===== src/hdl/csv_decimal_field_parser_assert.svh =====
// assertion macros for the csv decimal field parser
`ifndef CSV_DECIMAL_FIELD_PARSER_ASSERT_SVH
`define CSV_DECIMAL_FIELD_PARSER_ASSERT_SVH

// same-cycle implication
`define CSVDFP_ASSERT_NOW(label, clk, rst_n, ante, cons) \
    label: assert property (@(posedge clk) disable iff (!rst_n) (ante) |-> (cons)) \
        else $error("csvdfp assertion failed");

// next-cycle implication
`define CSVDFP_ASSERT_NEXT(label, clk, rst_n, ante, cons) \
    label: assert property (@(posedge clk) disable iff (!rst_n) (ante) |=> (cons)) \
        else $error("csvdfp assertion failed");

`endif


===== src/hdl/csvdfp_pkg.sv =====
// shared types and constants of the csv decimal field parser
`default_nettype none

package csvdfp_pkg;

    localparam int MANT_W          = 48;
    localparam int MAX_FRAC_DIGITS = 15;
    localparam int MAX_COLUMNS     = 4096;

    localparam int FRAC_W    = 4;
    localparam int CFG_W     = 13;
    localparam int COL_W     = $clog2(MAX_COLUMNS);
    localparam int ACC_EXT_W = MANT_W + 4;

    localparam logic [MANT_W-1:0] MAG_LIMIT = {1'b0, {(MANT_W-1){1'b1}}};

    localparam int FIFO_DEPTH = 4;
    localparam int PTR_W      = $clog2(FIFO_DEPTH);
    localparam int CNT_W      = $clog2(FIFO_DEPTH + 1);

    localparam logic [7:0] CH_COMMA = 8'h2C;
    localparam logic [7:0] CH_NL    = 8'h0A;
    localparam logic [7:0] CH_T     = 8'h74;
    localparam logic [7:0] CH_MINUS = 8'h2D;
    localparam logic [7:0] CH_POINT = 8'h2E;
    localparam logic [7:0] CH_ZERO  = 8'h30;
    localparam logic [7:0] CH_NINE  = 8'h39;

    typedef enum logic [1:0] {
        ST_OK    = 2'd0,
        ST_SAT   = 2'd1,
        ST_BAD   = 2'd2,
        ST_SHORT = 2'd3
    } t_status;

    typedef enum logic [2:0] {
        TK_EOF,
        TK_COMMA,
        TK_NEWLINE,
        TK_MINUS,
        TK_POINT,
        TK_DIGIT,
        TK_OTHER
    } t_tok_class;

    typedef struct packed {
        t_tok_class cls;
        logic [3:0] digit;
        logic       is_t;
    } t_token;

endpackage

`default_nettype wire


===== src/hdl/csvdfp_if.sv =====
// byte input and field output channel interfaces
`default_nettype none

interface csvdfp_in_if;
    logic       valid;
    logic       ready;
    logic       kind;
    logic [7:0] text_byte;

    modport source (output valid, output kind, output text_byte, input ready);
    modport sink   (input valid, input kind, input text_byte, output ready);
endinterface


`default_nettype wire


===== src/hdl/csvdfp_front.sv =====
// front end: accepts bytes and classifies them into tokens
`default_nettype none

module csvdfp_front
    import csvdfp_pkg::*;
(
    csvdfp_in_if.sink  i_byte,
    input  wire logic  i_push_ready,
    output logic       o_push,
    output t_token     o_tok
);

    assign i_byte.ready = i_push_ready;
    assign o_push       = i_byte.valid & i_push_ready;

    always_comb begin
        o_tok.digit = 4'(i_byte.text_byte - CH_ZERO);
        o_tok.is_t  = (i_byte.text_byte == CH_T);
        if (i_byte.kind) begin
            o_tok.cls = TK_EOF;
        end else if (i_byte.text_byte == CH_COMMA) begin
            o_tok.cls = TK_COMMA;
        end else if (i_byte.text_byte == CH_NL) begin
            o_tok.cls = TK_NEWLINE;
        end else if (i_byte.text_byte == CH_MINUS) begin
            o_tok.cls = TK_MINUS;
        end else if (i_byte.text_byte == CH_POINT) begin
            o_tok.cls = TK_POINT;
        end else if (i_byte.text_byte >= CH_ZERO && i_byte.text_byte <= CH_NINE) begin
            o_tok.cls = TK_DIGIT;
        end else begin
            o_tok.cls = TK_OTHER;
        end
    end

endmodule

`default_nettype wire


===== src/flat_wrapper.sv =====
// flat-port wrapper written by rule: the top's interface ports become plain ports
module csvdfp_front_flat import csvdfp_pkg::*;
  (i_push_ready, o_push, o_tok, i_byte_valid, i_byte_kind, i_byte_text_byte, i_byte_ready);
  csvdfp_in_if i_byte_i ();
  input  wire logic i_push_ready;
  output logic o_push;
  output t_token o_tok;
  input wire logic [$bits(i_byte_i.valid)-1:0] i_byte_valid;
  input wire logic [$bits(i_byte_i.kind)-1:0] i_byte_kind;
  input wire logic [$bits(i_byte_i.text_byte)-1:0] i_byte_text_byte;
  output wire logic [$bits(i_byte_i.ready)-1:0] i_byte_ready;
  assign i_byte_i.valid = i_byte_valid;
  assign i_byte_i.kind = i_byte_kind;
  assign i_byte_i.text_byte = i_byte_text_byte;
  assign i_byte_ready = i_byte_i.ready;
  csvdfp_front u_core (.i_byte(i_byte_i), .i_push_ready(i_push_ready), .o_push(o_push), .o_tok(o_tok));
endmodule

===== config.mk =====
export PLATFORM = sky130hd
export DESIGN_NAME = csvdfp_front_flat
export DESIGN_NICKNAME = d
export VERILOG_FILES = /design/src/hdl/csv_decimal_field_parser_assert.svh /design/src/hdl/csvdfp_pkg.sv /design/src/hdl/csvdfp_if.sv /design/src/hdl/csvdfp_front.sv /design/src/flat_wrapper.sv
export SDC_FILE = /design/constraint.sdc
export NUM_CORES = 1
export LEC_CHECK = 0
export BUFFER_PORTS_ARGS = -buffer_cell sky130_fd_sc_hd__buf_2
export CORE_AREA = 2 2 39 41
export DETAILED_ROUTE_END_ITERATION = 7
export DIE_AREA = 0 0 41 43
export PLACE_DENSITY = 0.35
export SKIP_LAST_GASP = 1
export SLEW_MARGIN = 20
export SYNTH_ARGS = -nofsm -noshare
export SYNTH_HDL_FRONTEND = slang
export SYNTH_SLANG_ARGS = --single-unit

===== constraint.sdc =====
create_clock -name vclk -period 1.1
set_input_delay 0.11 -clock vclk [all_inputs]
set_output_delay 0.11 -clock vclk [all_outputs]
set_load 0.02 [all_outputs]

# After elaboration in Yosys (flattened, before gate mapping)
# Cells that the tools add are included.
[classes]
add_sub_neg = 1
muxes = 6
reduce_logical = 1
n_eq_ne = 5
bitwise = 1
magnitude_cmp = 2
[op_table]
columns = ["operator", "n"]
rows = [
  ["$eq A8 B6 Y1 const B", 3],
  ["$mux W3", 5],
  ["$eq A8 B4 Y1 const B", 1],
  ["$eq A8 B7 Y1 const B", 1],
  ["$ge A8 B6 Y1 const B", 1],
  ["$le A8 B6 Y1 const B", 1],
  ["$sub A4 B1 Y4 const B", 1],
  ["$mux W2", 1],
  ["$and A1 B1 Y1", 1],
  ["$logic_and A1 B1 Y1", 1],
]
[word_totals]
reg_bits = 0
out_inout_bits = 10
inputBits = 11

# Depth between registers and ports, before layout
[depth]
depth_word = 8
ltp_mapped = 3
depth_no_buf = 3

# Worst setup path after synthesis
# Ideal clock, no wire load.
[synth_path]
kind = "in2out"
startpoint = "input i_byte_text_byte[7]"
endpoint = "output o_tok[6] (netlist name)"
t_required_ns = 0.990
cell_stages = 2
slack_ns = 0.032
t_arrival_ns = 0.958
cell_sequence = "and4bb_2 -> a221oi_1"
[synth_lines]
columns = ["element", "line", "source"]
rows = [
  ["from (decl)", "flat_wrapper.sv:10", "input wire logic [$bits(i_byte_i.text_byte)-1:0] i_byte_text_byte;"],
  ["to (decl)", "flat_wrapper.sv:7", "output t_token o_tok;"],
]

==> impl_metrics.csv <==
group,metric,value,unit
outcome,status,"complete, but fails checks",
outcome,violations,"negative setup slack",
floorplanning,die_x,41,um
critical_path,crit_start,"i_byte_text_byte[5]",
synth,synth.distinct_cells,15,
sta,finalMaxSlewViolations,0,
synth,synth_top_area_share,0.240,
critical_path,crit_type,"input pin to primary output",
floorplanning,pin_count,21,
sta,fmax,892,MHz
clocking,post_cts_buffers,0,
sta,post-route-min-period,1120,ps
sta,timing.final.ws_setup,-20.6,ps
detailed_routing,drt-pass1-iter-count,1,
flow_run,max_cap_viol_count,0,
critical_path,arrival,1010,ps
sta,worst_pin_slew,277,ps
worst_hold_path,worstHoldPathType,"input pin to primary output",
layout,nFillCells,161,
detailed_routing,via_count,225,
synth,synth_nets,32,
layout,seq_cells,0,
synth,synth_top_area_cell,"buf_4",
pwr,p_leak,0.149,nW
synth,yosysSeqAreaShare,0,
clocking,ctsHoldBuffers,0,
layout,antennaDiodeCount,0,
placement,place.gp.congestion,0.658,
detailed_routing,drc,0,
sta,grt_setup_unrepaired,"yes",
layout,drive_gt1_frac,0.700,
layout,fin_util,0.210,
critical_path,end_kind,"primary output",
worst_hold_path,min_path_cells,2,
detailed_routing,via_per_inst,4.02,
grt,track_usage,0.0539,
sta,finalHoldViolCount,0,
pwr,p_per_area,361,nW/um2
layout,final_area,290,um2
layout,multi_input_area,131,um2
worst_hold_path,worstHoldStart,"i_byte_text_byte[2]",
grt,antenna_found_initial,0,
worst_hold_path,hold_end,"o_tok[3]",
synth,avgSynthCellArea,7.45,um2
synth,syn_area,156,um2
critical_path,crit_fanout,3,
floorplanning,core_area,1380,um2
grt,grt_pass1_vias,189,
floorplanning,die_h,43,um
sta,finalSetupViolations,2,
layout,fin_nets,53,
placement,portBuffers,21,
layout,area_growth,85.6,%
placement,dp_hpwl,424,um
floorplanning,initial_core_util,0.113,
critical_path,worst_ep_required_time,990,ps
synth,synth.area.top_cells,"buf_4, nor4b_2, and4bb_2, nand4bb_1, and3b_2",
sta,finalCritPeriodShare,1.02,
floorplanning,die-area,1760,um2
grt,grt_pass1_wl,717,um
placement,placed_area,267,um2
detailed_routing,final_antenna_net_count,0,
detailed_routing,drtIter0Drc,0,
layout,seq_area,0,um2
grt,grt-ovfl-total,0,
floorplanning,rows,14,
sta,slew_headroom,0.815,
detailed_routing,wl_per_cell,8.66,um
detailed_routing,drt_wl_total,485,um
synth,yosysWarnings,0,
critical_path,start_kind,"input pin",
grt,grt_max_degree,6,
pwr,ir_drop,98.7,uV
synth,synthCells,21,
layout,clkbuf_count,0,
-- worst max-delay path by stage --
stage          slack (ps)  cells past startpoint       end
4_1_cts               -30                      5  o_tok[7]
5_1_grt               -60                      4  o_tok[6]
3_3_place_gp          -80                      5  o_tok[7]
6_report              -20                      5  o_tok[7]
2_1_floorplan          30                      2  o_tok[6]
3_5_place_dp          -50                      5  o_tok[7]
-- metal layers --
layer  track usage  wire, um  up-vias
met2        0.0813       190       14
met1        0.0886       221       96
met4             0         0        0
met5             0         0        -
met3             0        73        0
li1              -         -      115
-- cell usage in the layout (no fill, tap or decap) --
master,instances
nor4b_4,1
buf_6,1
o21ai_1,1
and3b_2,1
or4b_1,1
nand4bb_1,1
and4bb_2,1
nand3b_1,1
a22oi_1,1
a21oi_2,1
nand2_1,2
nor2_1,2
nor3_1,1
a221oi_1,1
buf_2,18
and2_1,1
buf_4,5
-- power breakdown --
| part | switching (W) | internal [W] | total, W |
|---|---|---|---|
| Clock | 0 | 0 | 0 |
| Sequential | 0 | 0 | 0 |
| Combinational | 0.0000553 | 0.0000496 | 0.000105 |
-- cells in the mapped netlist, drive strengths merged --
cell     number
nor2          2
nor3          1
nand3b        1
or4b          1
nand4bb       1
a22oi         1
and4bb        1
nor4b         1
and2          1
a221oi        1
nand2         2
a21oi         1
o21ai         1
and3b         1
buf           5
-- worst max-delay path, stage by stage --
cell,delay [ps]
buf_2,110
or4b_1,490
nand2_1,90
a21oi_2,50
buf_4,160
-- cell families after synthesis --
logic type	Yosys count	synth area share
AO/OA/AOI/OAI	4	0.168
buffers and inverters	5	0.240
AND/OR/NAND/NOR	12	0.592
-- area by class of cell --
class / count / area share
multi-input cells: 16 / 0.453
well taps: 16 / 0.0690
repair buffers: 24 / 0.478
-- stage by stage --
| step | cells | setup TNS, ps | total power, W | setup slack, ps | hold WS (ps) |
|---|---|---|---|---|---|
| 2_1_floorplan | 21 | 0 | 0.0000543 | 32.0 | 297 |
| 3_3_place_gp | 56 | -81.6 | 0.0000972 | -81.6 | 446 |
| 3_5_place_dp | 56 | -49.8 | 0.0000961 | -49.8 | 453 |
| 6_report | 56 | -21.3 | 0.000105 | -20.6 | 438 |
| 4_1_cts | 56 | -27.6 | 0.000105 | -27.6 | 440 |
| 5_1_grt | 56 | -181 | 0.000114 | -64.6 | 444 |
-- what timing repair did --
action                                  in CTS  in global routing
endpoints found under the setup margin       1                  3
gates resized for setup                      4                  2
pin swaps                                    3                  1
(Power assumes the default switching activity.)
