**src/hdl/csv_decimal_field_parser_assert.svh**
```systemverilog
// assertion macros for the csv decimal field parser
`ifndef CSV_DECIMAL_FIELD_PARSER_ASSERT_SVH
`define CSV_DECIMAL_FIELD_PARSER_ASSERT_SVH

// same-cycle implication
`define CSVDFP_ASSERT_NOW(label, clk, rst_n, ante, cons) \
    label: assert property (@(posedge clk) disable iff (!rst_n) (ante) |-> (cons)) \
        else $error("csvdfp assertion failed");

// next-cycle implication
`define CSVDFP_ASSERT_NEXT(label, clk, rst_n, ante, cons) \
    label: assert property (@(posedge clk) disable iff (!rst_n) (ante) |=> (cons)) \
        else $error("csvdfp assertion failed");

`endif

```
**src/hdl/csvdfp_pkg.sv**
```systemverilog
// shared types and constants of the csv decimal field parser
`default_nettype none

package csvdfp_pkg;

    localparam int MANT_W          = 48;
    localparam int MAX_FRAC_DIGITS = 15;
    localparam int MAX_COLUMNS     = 4096;

    localparam int FRAC_W    = 4;
    localparam int CFG_W     = 13;
    localparam int COL_W     = $clog2(MAX_COLUMNS);
    localparam int ACC_EXT_W = MANT_W + 4;

    localparam logic [MANT_W-1:0] MAG_LIMIT = {1'b0, {(MANT_W-1){1'b1}}};

    localparam int FIFO_DEPTH = 4;
    localparam int PTR_W      = $clog2(FIFO_DEPTH);
    localparam int CNT_W      = $clog2(FIFO_DEPTH + 1);

    localparam logic [7:0] CH_COMMA = 8'h2C;
    localparam logic [7:0] CH_NL    = 8'h0A;
    localparam logic [7:0] CH_T     = 8'h74;
    localparam logic [7:0] CH_MINUS = 8'h2D;
    localparam logic [7:0] CH_POINT = 8'h2E;
    localparam logic [7:0] CH_ZERO  = 8'h30;
    localparam logic [7:0] CH_NINE  = 8'h39;

    typedef enum logic [1:0] {
        ST_OK    = 2'd0,
        ST_SAT   = 2'd1,
        ST_BAD   = 2'd2,
        ST_SHORT = 2'd3
    } t_status;

    typedef enum logic [2:0] {
        TK_EOF,
        TK_COMMA,
        TK_NEWLINE,
        TK_MINUS,
        TK_POINT,
        TK_DIGIT,
        TK_OTHER
    } t_tok_class;

    typedef struct packed {
        t_tok_class cls;
        logic [3:0] digit;
        logic       is_t;
    } t_token;

endpackage

`default_nettype wire

```
**src/hdl/csvdfp_fifo.sv**
```systemverilog
// short token queue between front and back
`default_nettype none

module csvdfp_fifo
    import csvdfp_pkg::*;
(
    input  wire logic        i_clk,
    input  wire logic        i_rst_n,
    input  wire logic        i_push,
    input  wire t_token      i_tok,
    output logic             o_push_ready,
    input  wire logic        i_pop,
    output t_token           o_tok,
    output logic             o_tok_valid,
    output logic [CNT_W-1:0] o_count
);

    t_token           r_mem [FIFO_DEPTH];
    logic [PTR_W-1:0] r_wr;
    logic [PTR_W-1:0] r_rd;
    logic [CNT_W-1:0] r_count;

    always_ff @(posedge i_clk) begin
        if (!i_rst_n) begin
            r_wr    <= '0;
            r_rd    <= '0;
            r_count <= '0;
        end else begin
            if (i_push) begin
                r_wr <= r_wr + PTR_W'(1);
            end
            if (i_pop) begin
                r_rd <= r_rd + PTR_W'(1);
            end
            if (i_push && !i_pop) begin
                r_count <= r_count + CNT_W'(1);
            end else if (!i_push && i_pop) begin
                r_count <= r_count - CNT_W'(1);
            end
        end
    end

    always_ff @(posedge i_clk) begin
        if (i_push) begin
            r_mem[r_wr] <= i_tok;
        end
    end

    assign o_tok        = r_mem[r_rd];
    assign o_tok_valid  = (r_count != '0);
    assign o_push_ready = (r_count != CNT_W'(FIFO_DEPTH));
    assign o_count      = r_count;

endmodule

`default_nettype wire

```
**config.mk**
```make
export PLATFORM = sky130hd
export DESIGN_NAME = csvdfp_fifo
export DESIGN_NICKNAME = d
export VERILOG_FILES = /design/src/hdl/csv_decimal_field_parser_assert.svh /design/src/hdl/csvdfp_pkg.sv /design/src/hdl/csvdfp_fifo.sv
export SDC_FILE = /design/constraint.sdc
export NUM_CORES = 1
export LEC_CHECK = 0
export BUFFER_PORTS_ARGS = -buffer_cell sky130_fd_sc_hd__buf_4
export CORE_MARGIN = 1
export CORE_UTILIZATION = 43
export DETAILED_ROUTE_END_ITERATION = 7
export PLACE_DENSITY_LB_ADDON = 0.15
export SYNTH_ARGS = -nofsm -noshare
export SYNTH_HDL_FRONTEND = slang
export SYNTH_SLANG_ARGS = --single-unit
```
**constraint.sdc**
```tcl
create_clock -name i_clk -period 3 [get_ports i_clk]
set_clock_uncertainty 0.15 [all_clocks]
set_input_delay 0.3 -clock i_clk [delete_from_list [all_inputs] [get_ports i_clk]]
set_output_delay 0.3 -clock i_clk [all_outputs]
set_load 0.03 [all_outputs]
```
* After elaboration in Yosys (flattened, before gate mapping) *
Memories as Yosys holds them, arrays and structs flattened. A register that Yosys moved wholly into a read port is not among the register bits.
Cells that the tools add are included.

storage, ports and cells
  bits in latches = 0
  word-level logic and storage cells = 21
  flip-flop bits (word level) = 7
  bits in writable memories = 32
  memory bits (read-only) = 0
  memories = 1

cells by class
  eq/ne operators = 1
  div/mod/pow operators = 0
  reductions and logical operators = 6
  add/subtract/negate cells = 4
  bitwise logic cells = 0
  multiply operators = 0
  shifts and indexed selects = 0
  $lt $le $gt $ge = 0
  mux-type cells = 6

memories
  name   words  width  rd ports  clocked after Yosys merged registers in  write ports  line               text
  r_mem  4      8      1         1                                        1            csvdfp_fifo.sv:18  t_token r_mem [FIFO_DEPTH];

operator list
  operator             count
  $mux 3               2
  $add 2x1->2 const B  2
  $mux 2               2
  $add 3x1->3 const B  1
  $ne 3x3->1 const B   1
  $reduce_bool 3->1    1
  $sub 3x1->3 const B  1
  $logic_and 1x1->1    2
  $logic_not 1->1      2
  $mux 1               2
  $reduce_bool 2->1    1

* Depth between registers and ports, before layout *
Gate-level depths: netlist of run 1.

  depth after elaboration = 4
  gate-level depth with buffers = 7

* Worst setup path after synthesis of run 1 *
No wires, ideal clock.

  kind = input -> register
  from = in i_pop
  to = reg r_count[2] (netlist: o_count[2])
  stages = 7
  setup time = 0.070 ns
  path buffers = 0
  setup slack = 1.309 ns
  data required time = 2.780 ns
  arrival time = 1.471 ns
  path through = inv_1 -> ha_1 -> inv_1 -> fa_1 -> xor2_1 -> or3_1 -> a21boi_1

between the ends
  word-level cells in the longest chain between the ends = 3
  elaborated cells between the ends (all ways) = 5
  those cells by class = mux (1); reduce/logical (4)

RTL lines
  element                                             line               text
  from (decl)                                         csvdfp_fifo.sv:12  input wire logic i_pop,
  $logic_not 1->1                                     csvdfp_fifo.sv:35  if (i_push && !i_pop) begin
  $logic_and 1x1->1                                   csvdfp_fifo.sv:35
  $mux 3 / $reduce_bool 2->1 (equally long branches)  --
  to (signal assigned)                                csvdfp_fifo.sv:36  r_count <= r_count + CNT_W'(1);
  to (signal assigned)                                csvdfp_fifo.sv:38  r_count <= r_count - CNT_W'(1);
  to (decl)                                           csvdfp_fifo.sv:21  logic [CNT_W-1:0] r_count;

Parallel ways exist; a longest one is shown, timed or not.
A chain may end at the register's enable or synchronous reset.

==> flow_metrics.tcl, run 1 <==
set metrics [dict create \
    fmax_mhz 465 \
    ant_nets 0 \
    synthDistinctLibCells 18 \
    cts_resized 0 \
    synth_seq_cells 41 \
    synth_top_area_cell "edfxtp_1" \
    viasPerCell 4.92 \
    die_y_um 63.1 \
    finalCritPeriodShare_pct 71.7 \
    powerDensity_nw_per_um2 651 \
    slew_viol_final 0 \
    via_count 797 \
    pre_cts_ws_ns 1.10 \
    grt_pass1_wl_mm 3.97 \
    dr.pass1.iters 4 \
    clock_sinks 41 \
    leakagePower_nw 0.704 \
    synthCells 86 \
    hp-start "i_tok[2]" \
    grt_max_degree 14 \
    finalWorstSetupSlack_ns 0.850 \
    core.rowCount 21 \
    utilization_pct 55.8 \
    n_antenna_cell 0 \
    chipWidth_um 63.1 \
    rr_startpoint "o_count[0]$_SDFFE_PN0P_" \
    syn_nets 104 \
    setup_violations 0 \
    rrSetupSlack_ns 1.39 \
    whs_ns 0.0596 \
    num_io_pins 25 \
    maxSlewHeadroom_pct 65.2 \
    ctsHoldBuffers 0 \
    whs_endpoint "r_mem[3][2]$_DFFE_PP_" \
    die-area_um2 3980 \
    critPathSlowestCell "dfxtp_1" \
    worstMarginPinSlew_ns 0.521 \
    synth_area_um2 1600 \
    cp_data_arrival_time_ns 1.70 \
    htreeDepth 2 \
    io_buffers 24 \
    report.final.hold_viol_count 0 \
    syn_area_per_cell_um2 18.7 \
    synth_top_area_share_pct 59.9 \
    drc 0 \
    peakVddDrop_mv 0.342 \
    grt_overflow 0 \
    synth.top_cells.by_area "edfxtp_1 60%, dfxtp_1 11%, mux4_2 11%, ha_1 3.9%, and2_1 3.5%" \
    ys_warn_count 0 \
    synth_most_common_cell "edfxtp_1" \
    dp_hpwl_mm 1.61 \
    synth_edf_count 32 \
    drive_gt1_share_pct 33.6 \
    cts_buffer_depth 2 \
    initial_core_util_pct 46.6 \
    clk_pin_slew_worst_paths_ns 0.08 \
    synthFlopType "edfxtp_1" \
    rsz0062_at_grt "no" \
    fin_nets 133 \
    track_usage_pct 13.7 \
    crit_chain "mux4_2 -> buf_4" \
    reg2reg_depth 4 \
    cts_made_buffers 5 \
    globalplace.congestion 0.677 \
    drtIter0Drc 28 \
    synthToLayoutAreaGrowth_pct 19.7 \
    start_kind "register" \
    wl_mm 2.33 \
    max_stage_delay_ns 0.65 \
    min_period_ns 2.15 \
    antenna_found_initial 0 \
    worstPathMaxFanout 8 \
    cap_violations 0 \
    required_ns 2.55 \
    drt-wirelength-per-cell_um 14.4 \
    ys_top_cells_by_count "32 x edfxtp_1, 9 x and2_1, 9 x dfxtp_1, 8 x mux4_2, 5 x ha_1" \
    min_path_type "input pin to register" \
    status "finished, final reports clean" \
    clock_latency_ns 0.28 \
    worstSetupEndpointType "primary output" \
    cts_tree "done" \
    post_cts_buffers 0 \
    hold_depth 1 \
    yosysSeqAreaShare_pct 71.1 \
    finalSetupTns_ns 0 \
    async_flop_share_pct 0 \
    core_area_um2 3440 \
    ctsRootBufferMaster "clkbuf_8" \
    r2r-end "o_count[2]$_SDFFE_PN0P_" \
    grt_pass1_vias 801 \
    worstSetupPathType "register to primary output" \
]
## per-layer routing
metal / GRT usage, % / up-vias / routed length, µm
met5: 0 / - / 0
met4: 4.36 / 0 / 17
met3: 5.62 / 2 / 99
met2: 20.7 / 20 / 1120
met1: 18.0 / 398 / 1090
li1: - / 377 / -
## worst max-delay path by stage
stage / startpoint / endpoint / slack (ns) / depth (start not counted)
after global placement: register / o_tok[1] / 1.12 / 2
final: register / o_tok[1] / 0.85 / 2
after CTS: register / o_tok[1] / 0.79 / 2
after detailed placement: register / o_tok[1] / 1.10 / 2
after global routing: register / o_tok[6] / 0.72 / 2
after floorplan: i_pop / o_count[2]$_SDFFE_PN0P_ / 1.31 / 7
## cell families (layout without fill, tap and decap cells)
family	Yosys count	count (layout)	share of synthesized area [%]
compound gates	2	2	0.780
xor+xnor	5	5	2.73
fa+ha+maj	6	6	5.15
buf+inv	6	36	1.95
flops	41	41	71.1
mux	10	10	12.5
simple gates	16	16	5.77
## critical path, delay by kind of cell, from the launching register on
family   cells  cell delay (ns)
flops        1             0.65
mux          1             0.58
buf+inv      1             0.18
## area by class of cell
| type | count | area, µm² |
|---|---|---|
| clock inverters | 1 | 7.51 |
| flip-flops and latches | 41 | 1140 |
| well taps | 46 | 57.6 |
| inverters | 4 | 15.0 |
| fillers | 288 | 1520 |
| multi-input cells | 39 | 432 |
| clock buffers | 7 | 86.3 |
| repair buffers | 24 | 180 |
## sequential cells by signal, summed over array words and instances (netlist names), named ones only
| signal | count |
|---|---|
| o_count | 3 |
| r_mem | 32 |
| r_rd | 2 |
| r_wr | 2 |
## layout by cell type (no fill, tap or decap), drive strengths merged
cell type  count
ha             5
xnor2          2
clkbuf         7
or3            2
a21boi         1
nand2          2
nor2b          2
clkinvlp       1
and2           9
inv            4
mux4           8
fa             1
edfxtp        32
mux2i          2
o21ai          1
buf           24
dfxtp          9
xor2           3
nor2           1
## per-stage QoR
| stage | power, mW | instance area (µm²) | std cells |
|---|---|---|---|
| floorplan | 0.828 | 1600 | 86 |
| global placement | 0.902 | 1830 | 154 |
| detailed placement | 0.906 | 1830 | 154 |
| CTS | 1.26 | 1920 | 162 |
| global route | 1.32 | 1920 | 162 |
| finish | 1.25 | 1920 | 162 |
## where the power goes
group | internal (mW) | total (mW) | switching (mW)
Combinational | 0.0974 | 0.213 | 0.116
Sequential | 0.648 | 0.677 | 0.0282
Clock | 0.187 | 0.359 | 0.173
Total | 0.933 | 1.25 | 0.317
No activity file was read; power rests on OpenSTA's default activity.
==> inputs of run 2 (changes only) <==
Clock period 3 ns to 2.1 ns, I/O delays scaled along.
==> flow_metrics.tcl, run 2 (same netlist as run 1, synthesis figures left out) <==
set metrics [dict create \
    largest_register_ffs 32 \
    cts_made_buffers 5 \
    clock_latency_ns 0.29 \
    min_path_type "input pin to register" \
    clk_pin_slew_worst_paths_ns 0.07 \
    io_buffers 24 \
    required_ns 1.74 \
    r2r-end "o_count[2]$_SDFFE_PN0P_" \
    n_antenna_cell 0 \
    max_stage_delay_ns 0.52 \
    hold_depth 2 \
    cts_resized 0 \
    via_count 826 \
    leakagePower_nw 0.748 \
    regMostFlops "r_mem" \
    core.rowCount 21 \
    post_cts_buffers 0 \
    rrSetupSlack_ns 0.48 \
    globalplace.congestion 0.687 \
    reg2reg_depth 4 \
    crit_chain "buf_4 -> mux4_2 -> buf_4" \
    grt_overflow 0 \
    drc 0 \
    track_usage_pct 14.5 \
    setup_violations 0 \
    crit_top_cell "buf_4" \
    finalCritPeriodShare_pct 88.5 \
    worstSetupPathType "register to primary output" \
    num_io_pins 25 \
    hp-start "i_rst_n" \
    antenna_found_initial 0 \
    grt_pass1_wl_mm 4.09 \
    dp_hpwl_mm 1.69 \
    drtIter0Drc 25 \
    cts_tree "done" \
    wl_mm 2.49 \
    whs_ns 0.0217 \
    cp_data_arrival_time_ns 1.50 \
    path_buf_inv 2 \
    cap_violations 0 \
    finalSetupTns_ns 0 \
    fin_area_um2 2010 \
    critPathSlowestCell "mux4_2" \
    fmax_mhz 538 \
    start_kind "register" \
    viasPerCell 4.80 \
    die-area_um2 3980 \
    most-common-layout-cells "32 x edfxtp_1, 26 x buf_4, 9 x and2_1, 9 x dfxtp_1" \
    initial_core_util_pct 46.6 \
    worstSetupEndpointType "primary output" \
    drive_gt1_share_pct 32.5 \
    cts_buffer_depth 2 \
    powerDensity_nw_per_um2 899 \
    peakVddDrop_mv 0.518 \
    whs_endpoint "r_rd[0]$_SDFFE_PN0P_" \
    synthToLayoutAreaGrowth_pct 25.6 \
    ant_nets 0 \
    worstMarginPinSlew_ns 0.445 \
    htreeDepth 2 \
    layoutNonFillerInstCount 172 \
    grt_pass1_vias 880 \
    grt_max_degree 14 \
    critPathTopFamily "multiplexers" \
    rsz0062_at_grt "no" \
    rr_startpoint "o_count[0]$_SDFFE_PN0P_" \
    min_period_ns 1.86 \
    path_depth 3 \
    status "finished, final reports clean" \
    dp.cells 156 \
    ctsRootBufferMaster "clkbuf_8" \
    maxSlewHeadroom_pct 70.3 \
    fin_nets 143 \
    ctsHoldBuffers 8 \
    worstPathMaxFanout 5 \
    chipWidth_um 63.1 \
    report.final.hold_viol_count 0 \
    layout_commonest_cell "edfxtp_1" \
    core_area_um2 3440 \
    drt-wirelength-per-cell_um 14.5 \
    clock_sinks 41 \
    placed_cell_area_um2 1840 \
    die_y_um 63.1 \
    dr.pass1.iters 4 \
    slew_viol_final 0 \
]
## run 2: cell types whose count changed in the layout (fill, tap and decap cells not counted), sizes merged
| cell | previous run | this run |
|---|---|---|
| buf | 24 | 26 |
| dlygate4sd3 | 0 | 8 |
## run 2: final cells by class
cell class                      count  area (µm²)
Clock buffer                        7        86.3
Clock inverter                      1        7.51
Fill cell                         277        1430
Inverter                            4        15.0
Multi-Input combinational cell     39         432
Sequential cell                    41        1140
Tap cell                           46        57.6
Timing Repair Buffer               34         275
## run 2: report_power, final
part / switching (mW) / leakage, nW / internal (mW)
Combinational: 0.177 / 0.335 / 0.155
Clock: 0.252 / 0.0445 / 0.267
Sequential: 0.0345 / 0.368 / 0.926
## run 2: how the worst max path moves through the flow
stage | endpoint | slack [ns]
2_1_floorplan | o_count[2]$_SDFFE_PN0P_ | 0.42
3_3_place_gp | o_count[2]$_SDFFE_PN0P_ | 0.34
3_5_place_dp | o_count[2]$_SDFFE_PN0P_ | 0.30
4_1_cts | o_tok[1] | 0.21
5_1_grt | o_tok[1] | 0.18
6_report | o_tok[1] | 0.24
## run 2: per-stage QoR
stage | total power, mW | util, % | worst slack [ns]
2_1_floorplan | 1.18 | - | 0.415
3_3_place_gp | 1.30 | 53.5 | 0.343
3_5_place_dp | 1.30 | 53.5 | 0.298
4_1_cts | 1.83 | 58.5 | 0.211
5_1_grt | 1.89 | 58.5 | 0.182
6_report | 1.81 | 58.5 | 0.242
## run 2: layer usage
layer | wire length (µm) | track usage, %
met5 | 0 | 0
met3 | 135 | 5.07
met2 | 1270 | 25.5
met4 | 38 | 6.10
met1 | 1050 | 15.7
